## src/rtl/ets_pkg.sv

```systemverilog
package ets_pkg;

    localparam int EPOCH_YEAR_DEF = 1970;

    localparam int TS_W       = 31;
    localparam int IN_DATA_W  = 32;
    localparam int OUT_DATA_W = 40;

    localparam int YEAR_W  = 11;
    localparam int MONTH_W = 4;
    localparam int DOM_W   = 5;
    localparam int HOUR_W  = 5;
    localparam int MIN_W   = 6;
    localparam int SEC_W   = 6;
    localparam int WDAY_W  = 3;

    // full year, day number from year 1, year offset from epoch
    localparam int YR_W   = 12;
    localparam int ABS_W  = 20;
    localparam int OFS_W  = 7;
    localparam int DAYS_W = 15;
    localparam int SOD_W  = 17;
    localparam int SOH_W  = 12;
    localparam int DOY_W  = 9;
    localparam int MIDX_W = 4;

    localparam int SEC_PER_DAY  = 86400;
    localparam int SEC_PER_HOUR = 3600;
    localparam int SEC_PER_MIN  = 60;
    localparam int MONTHS       = 12;

    // reciprocals for exact division by constants
    localparam logic [24:0] RCP_DAY  = 25'd25451659;
    localparam int          SH_DAY   = 34;
    localparam logic [13:0] RCP_HOUR = 14'd9321;
    localparam int          SH_HOUR  = 21;
    localparam logic [10:0] RCP_MIN  = 11'd1093;
    localparam int          SH_MIN   = 14;
    localparam logic [20:0] RCP_WEEK = 21'd1198373;
    localparam int          SH_WEEK  = 23;
    localparam logic [10:0] RCP_25   = 11'd1311;
    localparam int          SH_25    = 15;

    typedef struct packed {
        logic [HOUR_W-1:0] hour;
        logic [MIN_W-1:0]  minute;
        logic [SEC_W-1:0]  second;
        logic [WDAY_W-1:0] weekday;
    } tod_t;

    typedef struct packed {
        logic [ABS_W-1:0] target;
        logic [OFS_W-1:0] ofs;
        logic [ABS_W-1:0] base;
        tod_t             tod;
    } ysearch_t;

    function automatic logic [5:0] div25(input logic [9:0] v);
        logic [20:0] p;
        p = 21'(v) * 21'(RCP_25);
        return p[20:SH_25];
    endfunction

    // days from 1 january of year 1 to 1 january of y
    function automatic logic [ABS_W-1:0] days_before_year(input logic [YR_W-1:0] y);
        logic [YR_W-1:0]  p;
        logic [ABS_W-1:0] acc;
        p   = y - YR_W'(1);
        acc = ABS_W'(p) * ABS_W'(365);
        acc = acc + ABS_W'(p[YR_W-1:2]) - ABS_W'(div25(p[YR_W-1:2]))
            + ABS_W'(div25(10'(p[YR_W-1:4])));
        return acc;
    endfunction

    function automatic logic is_leap(input logic [YR_W-1:0] y);
        logic [9:0] q4;
        logic [9:0] q16;
        logic       by4;
        logic       by100;
        logic       by400;
        q4    = y[YR_W-1:2];
        q16   = 10'(y[YR_W-1:4]);
        by4   = (y[1:0] == 2'd0);
        by100 = by4 && ((10'(div25(q4)) * 10'(25)) == q4);
        by400 = (y[3:0] == 4'd0) && ((10'(div25(q16)) * 10'(25)) == q16);
        return by4 && (!by100 || by400);
    endfunction

    // first day of month m (0 is january) within the year
    function automatic logic [DOY_W-1:0] month_start(input logic [MIDX_W-1:0] m,
                                                     input logic leap);
        logic [DOY_W-1:0] s;
        case (m)
            4'd0:    s = 9'd0;
            4'd1:    s = 9'd31;
            4'd2:    s = 9'd59;
            4'd3:    s = 9'd90;
            4'd4:    s = 9'd120;
            4'd5:    s = 9'd151;
            4'd6:    s = 9'd181;
            4'd7:    s = 9'd212;
            4'd8:    s = 9'd243;
            4'd9:    s = 9'd273;
            4'd10:   s = 9'd304;
            4'd11:   s = 9'd334;
            default: s = 9'd0;
        endcase
        if (leap && (m >= 4'd2))
        begin
            s = s + 9'd1;
        end
        return s;
    endfunction

endpackage

```

## src/rtl/ets_year_step.sv

```systemverilog
module ets_year_step
    import ets_pkg::*;
#(
    parameter int EPOCH_YEAR = EPOCH_YEAR_DEF,
    parameter int BIT        = 0
)
(
    input  logic     clk,
    input  logic     en_cand,
    input  logic     en_pick,
    input  ysearch_t d,
    output ysearch_t q
);

    localparam logic [OFS_W-1:0] STEP = OFS_W'(1) << BIT;

    ysearch_t         cur_reg;
    logic [ABS_W-1:0] dc_reg;
    ysearch_t         q_reg;
    logic [OFS_W-1:0] ofs_c;
    logic [ABS_W-1:0] dc_next;
    ysearch_t         q_next;

    // start day of the candidate year
    always_comb
    begin
        ofs_c   = d.ofs | STEP;
        dc_next = days_before_year(YR_W'(EPOCH_YEAR) + YR_W'(ofs_c));
    end

    always_ff @(posedge clk)
    begin
        if (en_cand)
        begin
            cur_reg <= d;
            dc_reg  <= dc_next;
        end
    end

    // keep the candidate if its start is not past the target day
    always_comb
    begin
        q_next = cur_reg;
        if (dc_reg <= cur_reg.target)
        begin
            q_next.ofs  = cur_reg.ofs | STEP;
            q_next.base = dc_reg;
        end
    end

    always_ff @(posedge clk)
    begin
        if (en_pick)
        begin
            q_reg <= q_next;
        end
    end

    assign q = q_reg;

endmodule

```

## src/rtl/epoch_seconds_to_calendar.sv

```systemverilog
// Converts a 31-bit count of seconds since midnight of 1 January of EPOCH_YEAR (UTC) into a
// Gregorian date and time with weekday, 0 for Sunday. The block is a 23-stage pipeline: one
// word can be taken every cycle, unless m_tready is low while every stage holds a word.
// Seconds of the day, hour, minute and weekday come from multiplications by constant
// reciprocals in the first six stages; the year is found by a seven-step binary search
// over year offsets, two stages per step, against the day count from year 1; month and day
// of month take the last three stages. Empty stages fill even while the output waits, so
// a stall never drops or repeats a word. The year field holds the low 11 bits of the year.
module epoch_seconds_to_calendar
    import ets_pkg::*;
#(
    parameter int EPOCH_YEAR = EPOCH_YEAR_DEF
)
(
    input  logic                  clk,
    input  logic                  rst_n,
    input  logic                  s_tvalid,
    output logic                  s_tready,
    input  logic [IN_DATA_W-1:0]  s_tdata,  // epoch_seconds
    output logic                  m_tvalid,
    input  logic                  m_tready,
    output logic [OUT_DATA_W-1:0] m_tdata   // year, month, day_of_month, hour, minute,
                                            // second, weekday
);

    localparam int ST_DIV = 0;
    localparam int ST_SOD = 1;
    localparam int ST_HR  = 2;
    localparam int ST_RH  = 3;
    localparam int ST_MN  = 4;
    localparam int ST_SC  = 5;
    localparam int ST_YS  = 6;
    localparam int ST_YR  = ST_YS + 2 * OFS_W;
    localparam int ST_MO  = ST_YR + 1;
    localparam int ST_OUT = ST_MO + 1;
    localparam int NS     = ST_OUT + 1;

    localparam logic [ABS_W-1:0] EPOCH_DAYS = days_before_year(YR_W'(EPOCH_YEAR));

    logic [NS-1:0] v_reg;
    logic [NS-1:0] v_next;
    logic [NS-1:0] v_in;
    logic [NS-1:0] en;

    // stage flow: a stage loads when empty or when its word moves on
    assign en[NS-1] = !v_reg[NS-1] || m_tready;
    genvar gi;
    generate
        for (gi = 0; gi < NS - 1; gi++)
        begin : g_en
            assign en[gi] = !v_reg[gi] || en[gi+1];
        end
    endgenerate

    assign v_in   = {v_reg[NS-2:0], s_tvalid};
    assign v_next = (en & v_in) | (~en & v_reg);

    always_ff @(posedge clk or negedge rst_n)
    begin
        if (!rst_n)
        begin
            v_reg <= '0;
        end
        else
        begin
            v_reg <= v_next;
        end
    end

    assign s_tready = en[0];
    assign m_tvalid = v_reg[NS-1];

    // days and seconds of day
    logic [TS_W-1:0]   ts0_reg;
    logic [DAYS_W-1:0] days0_reg;
    logic [48:0]       dprod;

    assign dprod = 49'(s_tdata[TS_W-1:7]) * 49'(RCP_DAY);

    always_ff @(posedge clk)
    begin
        if (en[ST_DIV])
        begin
            ts0_reg   <= s_tdata[TS_W-1:0];
            days0_reg <= dprod[SH_DAY+DAYS_W-1:SH_DAY];
        end
    end

    logic [SOD_W-1:0] sod1_reg;
    logic [ABS_W-1:0] tgt1_reg;
    logic [TS_W-1:0]  sod_full;

    assign sod_full = ts0_reg - TS_W'(days0_reg) * TS_W'(SEC_PER_DAY);

    always_ff @(posedge clk)
    begin
        if (en[ST_SOD])
        begin
            sod1_reg <= sod_full[SOD_W-1:0];
            tgt1_reg <= EPOCH_DAYS + ABS_W'(days0_reg);
        end
    end

    // hour, and weekday quotient
    logic [HOUR_W-1:0] hour2_reg;
    logic [SOD_W-1:0]  sod2_reg;
    logic [ABS_W-1:0]  tgt2_reg;
    logic [ABS_W-1:0]  wv2_reg;
    logic [17:0]       wq2_reg;
    logic [26:0]       hprod;
    logic [ABS_W-1:0]  wv_next;
    logic [40:0]       wprod;

    assign hprod   = 27'(sod1_reg[SOD_W-1:4]) * 27'(RCP_HOUR);
    assign wv_next = tgt1_reg + ABS_W'(1);
    assign wprod   = 41'(wv_next) * 41'(RCP_WEEK);

    always_ff @(posedge clk)
    begin
        if (en[ST_HR])
        begin
            hour2_reg <= hprod[SH_HOUR+HOUR_W-1:SH_HOUR];
            sod2_reg  <= sod1_reg;
            tgt2_reg  <= tgt1_reg;
            wv2_reg   <= wv_next;
            wq2_reg   <= wprod[40:SH_WEEK];
        end
    end

    logic [SOH_W-1:0]  rem3_reg;
    logic [HOUR_W-1:0] hour3_reg;
    logic [WDAY_W-1:0] wday3_reg;
    logic [ABS_W-1:0]  tgt3_reg;
    logic [SOD_W-1:0]  rem_full;
    logic [ABS_W-1:0]  wday_full;

    assign rem_full  = sod2_reg - SOD_W'(hour2_reg) * SOD_W'(SEC_PER_HOUR);
    assign wday_full = wv2_reg - ABS_W'(wq2_reg) * ABS_W'(7);

    always_ff @(posedge clk)
    begin
        if (en[ST_RH])
        begin
            rem3_reg  <= rem_full[SOH_W-1:0];
            hour3_reg <= hour2_reg;
            wday3_reg <= wday_full[WDAY_W-1:0];
            tgt3_reg  <= tgt2_reg;
        end
    end

    logic [SOH_W-1:0]  rem4_reg;
    logic [MIN_W-1:0]  min4_reg;
    logic [HOUR_W-1:0] hour4_reg;
    logic [WDAY_W-1:0] wday4_reg;
    logic [ABS_W-1:0]  tgt4_reg;
    logic [20:0]       mprod;

    assign mprod = 21'(rem3_reg[SOH_W-1:2]) * 21'(RCP_MIN);

    always_ff @(posedge clk)
    begin
        if (en[ST_MN])
        begin
            rem4_reg  <= rem3_reg;
            min4_reg  <= mprod[SH_MIN+MIN_W-1:SH_MIN];
            hour4_reg <= hour3_reg;
            wday4_reg <= wday3_reg;
            tgt4_reg  <= tgt3_reg;
        end
    end

    tod_t             tod5_reg;
    logic [ABS_W-1:0] tgt5_reg;
    logic [SOH_W-1:0] sec_full;

    assign sec_full = rem4_reg - SOH_W'(min4_reg) * SOH_W'(SEC_PER_MIN);

    always_ff @(posedge clk)
    begin
        if (en[ST_SC])
        begin
            tod5_reg.hour    <= hour4_reg;
            tod5_reg.minute  <= min4_reg;
            tod5_reg.second  <= sec_full[SEC_W-1:0];
            tod5_reg.weekday <= wday4_reg;
            tgt5_reg         <= tgt4_reg;
        end
    end

    // year search, most significant offset bit first
    ysearch_t ys [OFS_W+1];

    always_comb
    begin
        ys[0].target = tgt5_reg;
        ys[0].ofs    = '0;
        ys[0].base   = EPOCH_DAYS;
        ys[0].tod    = tod5_reg;
    end

    genvar gj;
    generate
        for (gj = 0; gj < OFS_W; gj++)
        begin : g_year
            ets_year_step #(
                .EPOCH_YEAR (EPOCH_YEAR),
                .BIT        (OFS_W - 1 - gj)
            ) u_step (
                .clk     (clk),
                .en_cand (en[ST_YS+2*gj]),
                .en_pick (en[ST_YS+2*gj+1]),
                .d       (ys[gj]),
                .q       (ys[gj+1])
            );
        end
    endgenerate

    // day of year and leap flag
    logic [YR_W-1:0]  year20_reg;
    logic [DOY_W-1:0] doy20_reg;
    logic             leap20_reg;
    tod_t             tod20_reg;
    logic [YR_W-1:0]  year_next;
    logic [ABS_W-1:0] doy_full;

    assign year_next = YR_W'(EPOCH_YEAR) + YR_W'(ys[OFS_W].ofs);
    assign doy_full  = ys[OFS_W].target - ys[OFS_W].base;

    always_ff @(posedge clk)
    begin
        if (en[ST_YR])
        begin
            year20_reg <= year_next;
            doy20_reg  <= doy_full[DOY_W-1:0];
            leap20_reg <= is_leap(year_next);
            tod20_reg  <= ys[OFS_W].tod;
        end
    end

    // month by compare against month starts
    logic [MIDX_W-1:0] midx21_reg;
    logic [YR_W-1:0]   year21_reg;
    logic [DOY_W-1:0]  doy21_reg;
    logic              leap21_reg;
    tod_t              tod21_reg;
    logic [MIDX_W-1:0] midx_next;

    always_comb
    begin
        midx_next = '0;
        for (int k = 1; k < MONTHS; k++)
        begin
            if (doy20_reg >= month_start(MIDX_W'(k), leap20_reg))
            begin
                midx_next = MIDX_W'(k);
            end
        end
    end

    always_ff @(posedge clk)
    begin
        if (en[ST_MO])
        begin
            midx21_reg <= midx_next;
            year21_reg <= year20_reg;
            doy21_reg  <= doy20_reg;
            leap21_reg <= leap20_reg;
            tod21_reg  <= tod20_reg;
        end
    end

    // output word
    logic [YEAR_W-1:0]  year_reg;
    logic [MONTH_W-1:0] month_reg;
    logic [DOM_W-1:0]   dom_reg;
    tod_t               tod_reg;
    logic [DOY_W-1:0]   dom_full;

    assign dom_full = doy21_reg - month_start(midx21_reg, leap21_reg) + DOY_W'(1);

    always_ff @(posedge clk)
    begin
        if (en[ST_OUT])
        begin
            year_reg  <= year21_reg[YEAR_W-1:0];
            month_reg <= midx21_reg + MONTH_W'(1);
            dom_reg   <= dom_full[DOM_W-1:0];
            tod_reg   <= tod21_reg;
        end
    end

    assign m_tdata = {tod_reg.weekday, tod_reg.second, tod_reg.minute, tod_reg.hour,
                      dom_reg, month_reg, year_reg};

    a_ready_chain: assert property (@(posedge clk) disable iff (!rst_n)
        m_tready |-> s_tready)
        else $error("input stalled while output drains");

    a_doy_range: assert property (@(posedge clk) disable iff (!rst_n)
        v_reg[ST_YR] |-> (doy20_reg < 9'd365) || (leap20_reg && (doy20_reg == 9'd365)))
        else $error("year search left day of year out of range");

    a_date_range: assert property (@(posedge clk) disable iff (!rst_n)
        m_tvalid |-> (month_reg >= 4'd1) && (month_reg <= 4'd12) && (dom_reg != 5'd0))
        else $error("month or day of month out of range");

    a_tod_range: assert property (@(posedge clk) disable iff (!rst_n)
        m_tvalid |-> (tod_reg.hour < 5'd24) && (tod_reg.minute < 6'd60)
                     && (tod_reg.second < 6'd60) && (tod_reg.weekday < 3'd7))
        else $error("time of day or weekday out of range");

endmodule

```

## config.mk

```make
export PLATFORM = sky130hd
export DESIGN_NAME = epoch_seconds_to_calendar
export DESIGN_NICKNAME = d
export VERILOG_FILES = /design/src/rtl/ets_pkg.sv /design/src/rtl/ets_year_step.sv /design/src/rtl/epoch_seconds_to_calendar.sv
export SDC_FILE = /design/constraint.sdc
export NUM_CORES = 2
export LEC_CHECK = 0
export BUFFER_PORTS_ARGS = -buffer_cell sky130_fd_sc_hd__buf_2
export CAP_MARGIN = 20
export CORE_MARGIN = 1.5
export CORE_UTILIZATION = 30
export DETAILED_ROUTE_END_ITERATION = 16
export SLEW_MARGIN = 20
export SYNTH_ARGS = -nofsm -noshare
export SYNTH_HDL_FRONTEND = slang
export SYNTH_HIERARCHICAL = 1
export SYNTH_SLANG_ARGS = --single-unit
```

## constraint.sdc

```tcl
create_clock -name clk -period 10.5 [get_ports clk]
set_clock_uncertainty 0.1 [all_clocks]
set_input_delay 1.05 -clock clk [delete_from_list [all_inputs] [get_ports clk]]
set_output_delay 1.05 -clock clk [all_outputs]
set_load 0.02 [all_outputs]
```

# After elaboration in Yosys (flattened, before gate mapping)
# Memory sizes are Yosys's and may differ from the RTL's.
# Cells that the tools add are included.
[word_totals] register_bits=1269 mem_bits_ro=144 in_bits=36 out_inout_bits=42 elab_cells=339 n_memories=1
[mem_list] name="(name not given)" words=16 width=9 rd=1 rd_ports_with_merged_regs=0 wr=0 line_no="ets_pkg.sv:93" rtl="case (m)"
[classes] addsub=42 n_mul=30 n_lt_le_gt_ge=19 n_eq_ne=2 muxes=28 n_bitwise=4 reduce_logical=56
[ops] op="10-bit by 11-bit multiplier with 21-bit output (second input constant)" count=7
[ops] op="8-bit by 11-bit multiplier with 19-bit output (second input constant)" count=7
[ops] op="20-bit by 10-bit adder with 20-bit output" count=6
[ops] op="20-bit by 4-bit adder with 20-bit output" count=6
[ops] op="20-bit <= comparator" count=6
[ops] op="12-bit by 9-bit multiplier with 20-bit output (second input constant)" count=6
[ops] op="20-bit by 6-bit subtractor with 20-bit output" count=6
[ops] op="11-bit by 7-bit adder with 12-bit output (first input constant)" count=7
[ops] op="12-bit by 1-bit subtractor with 12-bit output (second input constant)" count=6
[ops] op="9-bit 2-to-1 mux" count=7
[ops] op="24-bit by 25-bit multiplier with 49-bit output (second input constant)" count=1
[ops] op="23-bit AND" count=2
[ops] op="20-bit by 21-bit multiplier with 41-bit output (second input constant)" count=1
[ops] op="9-bit by 8-bit greater-or-equal comparator with 1-bit output" count=4
[ops] op="4-bit 2-to-1 mux" count=7
[ops] op="9-bit greater-or-equal comparator" count=3
[ops] op="13-bit by 14-bit multiplier with 26-bit output (second input constant)" count=1
[ops] op="1-bit zero test" count=24
[ops] op="1-bit logical OR" count=24
[ops] op="23-bit NOT" count=1
[ops] op="23-bit bitwise OR" count=1
[ops] op="20-bit by 1-bit adder with 20-bit output (second input constant)" count=1
[ops] op="20-bit by 15-bit adder with 20-bit output (first input constant)" count=1
[ops] op="20-bit <= comparator (first input constant)" count=1
[ops] op="30 further kinds" count=45

# Depth between registers and ports, before layout
[logic_depth] word_depth=27 ltp_mapped=40 depth_no_buf=40

# By module
# The synthesis kept the hierarchy.
[modules_own_cells] module="epoch_seconds_to_calendar" instances=1 cells_per_inst=2675 area_each_um2=32652.6 seq_area_each_um2=10755.3
[modules_own_cells] module="ets_year_step (g_year[4].u_step)" instances=1 cells_per_inst=869 area_each_um2=11165.7 seq_area_each_um2=4624.4
[modules_own_cells] module="ets_year_step (g_year[0].u_step)" instances=1 cells_per_inst=864 area_each_um2=11141.9 seq_area_each_um2=4624.4
[modules_own_cells] module="ets_year_step (g_year[5].u_step)" instances=1 cells_per_inst=865 area_each_um2=11041.8 seq_area_each_um2=4624.4
[modules_own_cells] module="ets_year_step (g_year[6].u_step)" instances=1 cells_per_inst=859 area_each_um2=10966.8 seq_area_each_um2=4624.4
[modules_own_cells] module="ets_year_step (g_year[3].u_step)" instances=1 cells_per_inst=821 area_each_um2=10864.2 seq_area_each_um2=4624.4
[modules_own_cells] module="ets_year_step (g_year[2].u_step)" instances=1 cells_per_inst=618 area_each_um2=8828.5 seq_area_each_um2=4624.4
[modules_own_cells] module="ets_year_step (g_year[1].u_step)" instances=1 cells_per_inst=611 area_each_um2=8808.4 seq_area_each_um2=4624.4

# Worst setup path before layout
# No wires, ideal clock.
[synth_timing] path_kind="register to register" from="register g_year[2].u_step.q_reg (netlist bit g_year[2].u_step/q[40])" to="register g_year[3].u_step.dc_reg[17], data pin" setup_time_ps=258 arrival_time_ps=9690 required_ps=10142 slack_ps=453 path_stages_with_launch=37 path_buffers=0 period_less_slack_ps=10047 cell_sequence="edfxtp_1 nand3_1 inv_1 or3_1 and2_1 fa_1 inv_1 ha_1 inv_1 fa_1 inv_1 fa_1 inv_1 fa_1 inv_1 ha_1 a21oi_1 o22ai_1 or4_4 o221ai_4 o22ai_2 or4b_1 and3_1 ha_1 fa_1 inv_1 fa_1 fa_1 inv_1 ha_1 or3_1 o21ai_0 o211ai_1 a31o_2 a31o_2 a21oi_1 xnor2_1"
[synth_via] elab_chain_cells=6 word_cells_on_any_way=8 cone_classes="5 x add/sub; 3 x mul"
[synth_lines] item="from (decl)" line_no="ets_year_step.sv:19" rtl="ysearch_t q_reg;"
[synth_lines] item="from (signal assigned)" line_no="ets_year_step.sv:55" rtl="q_reg <= q_next;"
[synth_lines] item="11-bit by 7-bit adder with 12-bit output *" line_no="ets_year_step.sv:28" rtl="dc_next = days_before_year(YR_W'(EPOCH_YEAR) + YR_W'(ofs_c));"
[synth_lines] item="12-bit by 1-bit subtractor with 12-bit output *" line_no="ets_pkg.sv:68" rtl="p = y - YR_W'(1);"
[synth_lines] item="12-bit by 9-bit multiplier with 20-bit output" line_no="ets_pkg.sv:69" rtl="acc = ABS_W'(p) * ABS_W'(365);"
[synth_lines] item="20-bit by 10-bit adder with 20-bit output" line_no="ets_pkg.sv:70" rtl="acc = acc + ABS_W'(p[YR_W-1:2]) - ABS_W'(div25(p[YR_W-1:2]))"
[synth_lines] item="20-bit by 6-bit subtractor with 20-bit output" line_no="ets_pkg.sv:70"
[synth_lines] item="20-bit by 4-bit adder with 20-bit output *" line_no="ets_pkg.sv:71" rtl="+ ABS_W'(div25(10'(p[YR_W-1:4])));"
[synth_lines] item="named net g_year[3].u_step.dc_next[17]" line_no="ets_year_step.sv:21" rtl="logic [ABS_W-1:0] dc_next;"
[synth_lines] item="to (signal assigned)" line_no="ets_year_step.sv:36" rtl="dc_reg <= dc_next;"
[synth_lines] item="to (decl)" line_no="ets_year_step.sv:18" rtl="logic [ABS_W-1:0] dc_reg;"
# Mark *: on every way through the listed nets, which the timed path passes. The rest lies on a longest branch.
# A chain may end at the register's enable or synchronous reset.

# Final worst setup path
# Same ends and word-level chain as after synthesis.

==> run metrics <==
Synth Instances 7940; vias in the first global route 61605; number of CTS-inserted buffers 111; setup tns final 0 ps; Critical R2R Capture g_year[3].u_step/dc_reg[17]$_DFFE_PP_; reg-to-reg slack, setup 510 ps; antenna cells 0; CTS tree yes; unrepaired setup endpoints after global routing no; DR vias/cell 4.47; Final ANT Viol Nets 0; Die Wd 579 um; fin nets 10890; HP Class flop to flop; commonest non-fill, non-tap cells in the layout 1772 x ha_1, 1754 x inv_1, 1252 x edfxtp_1, 870 x fa_1, 280 x xnor2_1; die area 335000 um2; core area 330000 um2; Final GP Congestion 0.866; Worst setup EP type flop; RR Startpoint g_year[2].u_step/q[40]$_DFFE_PP_; share of layout cells above drive strength 1 0.0582; Bufs on Longest Clock Path 3; initial antenna violation count 10; R2R depth 37; drt pass-1 iters 6; GRT overflow 0; largest net degree at the start of global routing 78; slew margin rel. 0.309; clk sinks 1275; crit path DAT 10360 ps; max reg flops 392; initial core utilization 0.301; DRC viols 0; leading cell type in the layout, fill and taps excluded ha_1; Root Driver clkbuf_16; Min Clock Period, post-route 9990 ps; DP Wirelength 165000 um; FP Rows 211; IO Port Bufs 76; Max Freq 0.100 GHz; Reg clk slew, reported paths 70 ps; DR vias 56639; Syn Area/Cell 12.5 um2; DRT iter0 DRCs 2314; critical path class flop to flop; Synth warnings 6; routed len/inst 15.5 um; CP max-delay cell fa_1; Final Hold Vio Count 0; max-slew violations 0; CTS resizes 0; Area Overhead vs Synth 10.3%; later-pin clock latency in the skew report 710 ps; Max-Cap Viols 0; Max stage delay on crit path 570 ps; actual slew at the worst max-slew pin 1030 ps; Total GRT Usage 0.119; # hold bufs at CTS 0; number of setup violations in the final report 0; Finished Core Util 0.333; first-pass GRT wire length 323000 um; Final Cycle Share 0.952; most frequent CP cell inv_1; Top-Level Pins 78; Post-Syn Area 99600 um2; Startpoint Class flop; H-tree levels 3; Data required, critical path 10870 ps; crit path max fanout 2; wirelength, routed 197000 um; setup bufs post-CTS 0; status finished clean; Die Height 579 um; hold depth 0; hold path endpoint g_year[2].u_step/q[43]$_DFFE_PP_; fillers 32280; Hold Path Origin g_year[2].u_step/cur_reg[43]$_DFFE_PP_
[area by class of cell]
| cell class | instances | area (um2) | share of cell area |
|---|---|---|---|
| clock inverters | 78 | 940 | 0.00855 |
| well taps | 4366 | 5460 | 0.0497 |
| inverters | 1762 | 6610 | 0.0602 |
| multi-input cells | 4907 | 54800 | 0.499 |
| flip-flops and latches | 1275 | 38200 | 0.347 |
| repair buffers | 155 | 1010 | 0.00922 |
| clock buffers | 129 | 2890 | 0.0263 |
[per-layer routing]
layer,vias up,global-route usage,part of all wire
li1,27471,-,-
met1,28159,0.148,0.44
met2,741,0.221,0.51
met3,266,0.0111,0.023
met4,2,0.0304,0.026
met5,-,0,0.000066
[how the worst max path moves through the flow]
stage,startpoint,endpoint
after floorplan,g_year[2].u_step/q[40]$_DFFE_PP_,g_year[3].u_step/dc_reg[17]$_DFFE_PP_
after global placement,g_year[2].u_step/q[40]$_DFFE_PP_,g_year[3].u_step/dc_reg[17]$_DFFE_PP_
after detailed placement,g_year[2].u_step/q[40]$_DFFE_PP_,g_year[3].u_step/dc_reg[17]$_DFFE_PP_
after CTS,g_year[2].u_step/q[40]$_DFFE_PP_,g_year[3].u_step/dc_reg[17]$_DFFE_PP_
after global routing,g_year[2].u_step/q[40]$_DFFE_PP_,g_year[3].u_step/dc_reg[17]$_DFFE_PP_
final,g_year[2].u_step/q[40]$_DFFE_PP_,g_year[3].u_step/dc_reg[17]$_DFFE_PP_
[worst max-delay path: cells and delay by family, from the launching register on]
family                   cells  cell delay (ps)
adder cells (fa/ha/maj)     13             5200
buffers and inverters        8              470
AND/OR/NAND/NOR              6             1990
AO/OA/AOI/OAI                9             1550
XOR/XNOR                     1               90
flip-flops                   1              400
[stage by stage]
stage	area [um2]	cells	setup WS [ps]	hold slack, ps
after global placement	106000	12463	231	302
after detailed placement	106000	12463	450	305
after global routing	110000	12672	21.5	287
after floorplan	99700	7979	453	300
after CTS	110000	12670	441	281
final	110000	12672	506	284
Power is not shown: default switching activity piles up to over one toggle a cycle in this logic, so the estimate is an artifact.
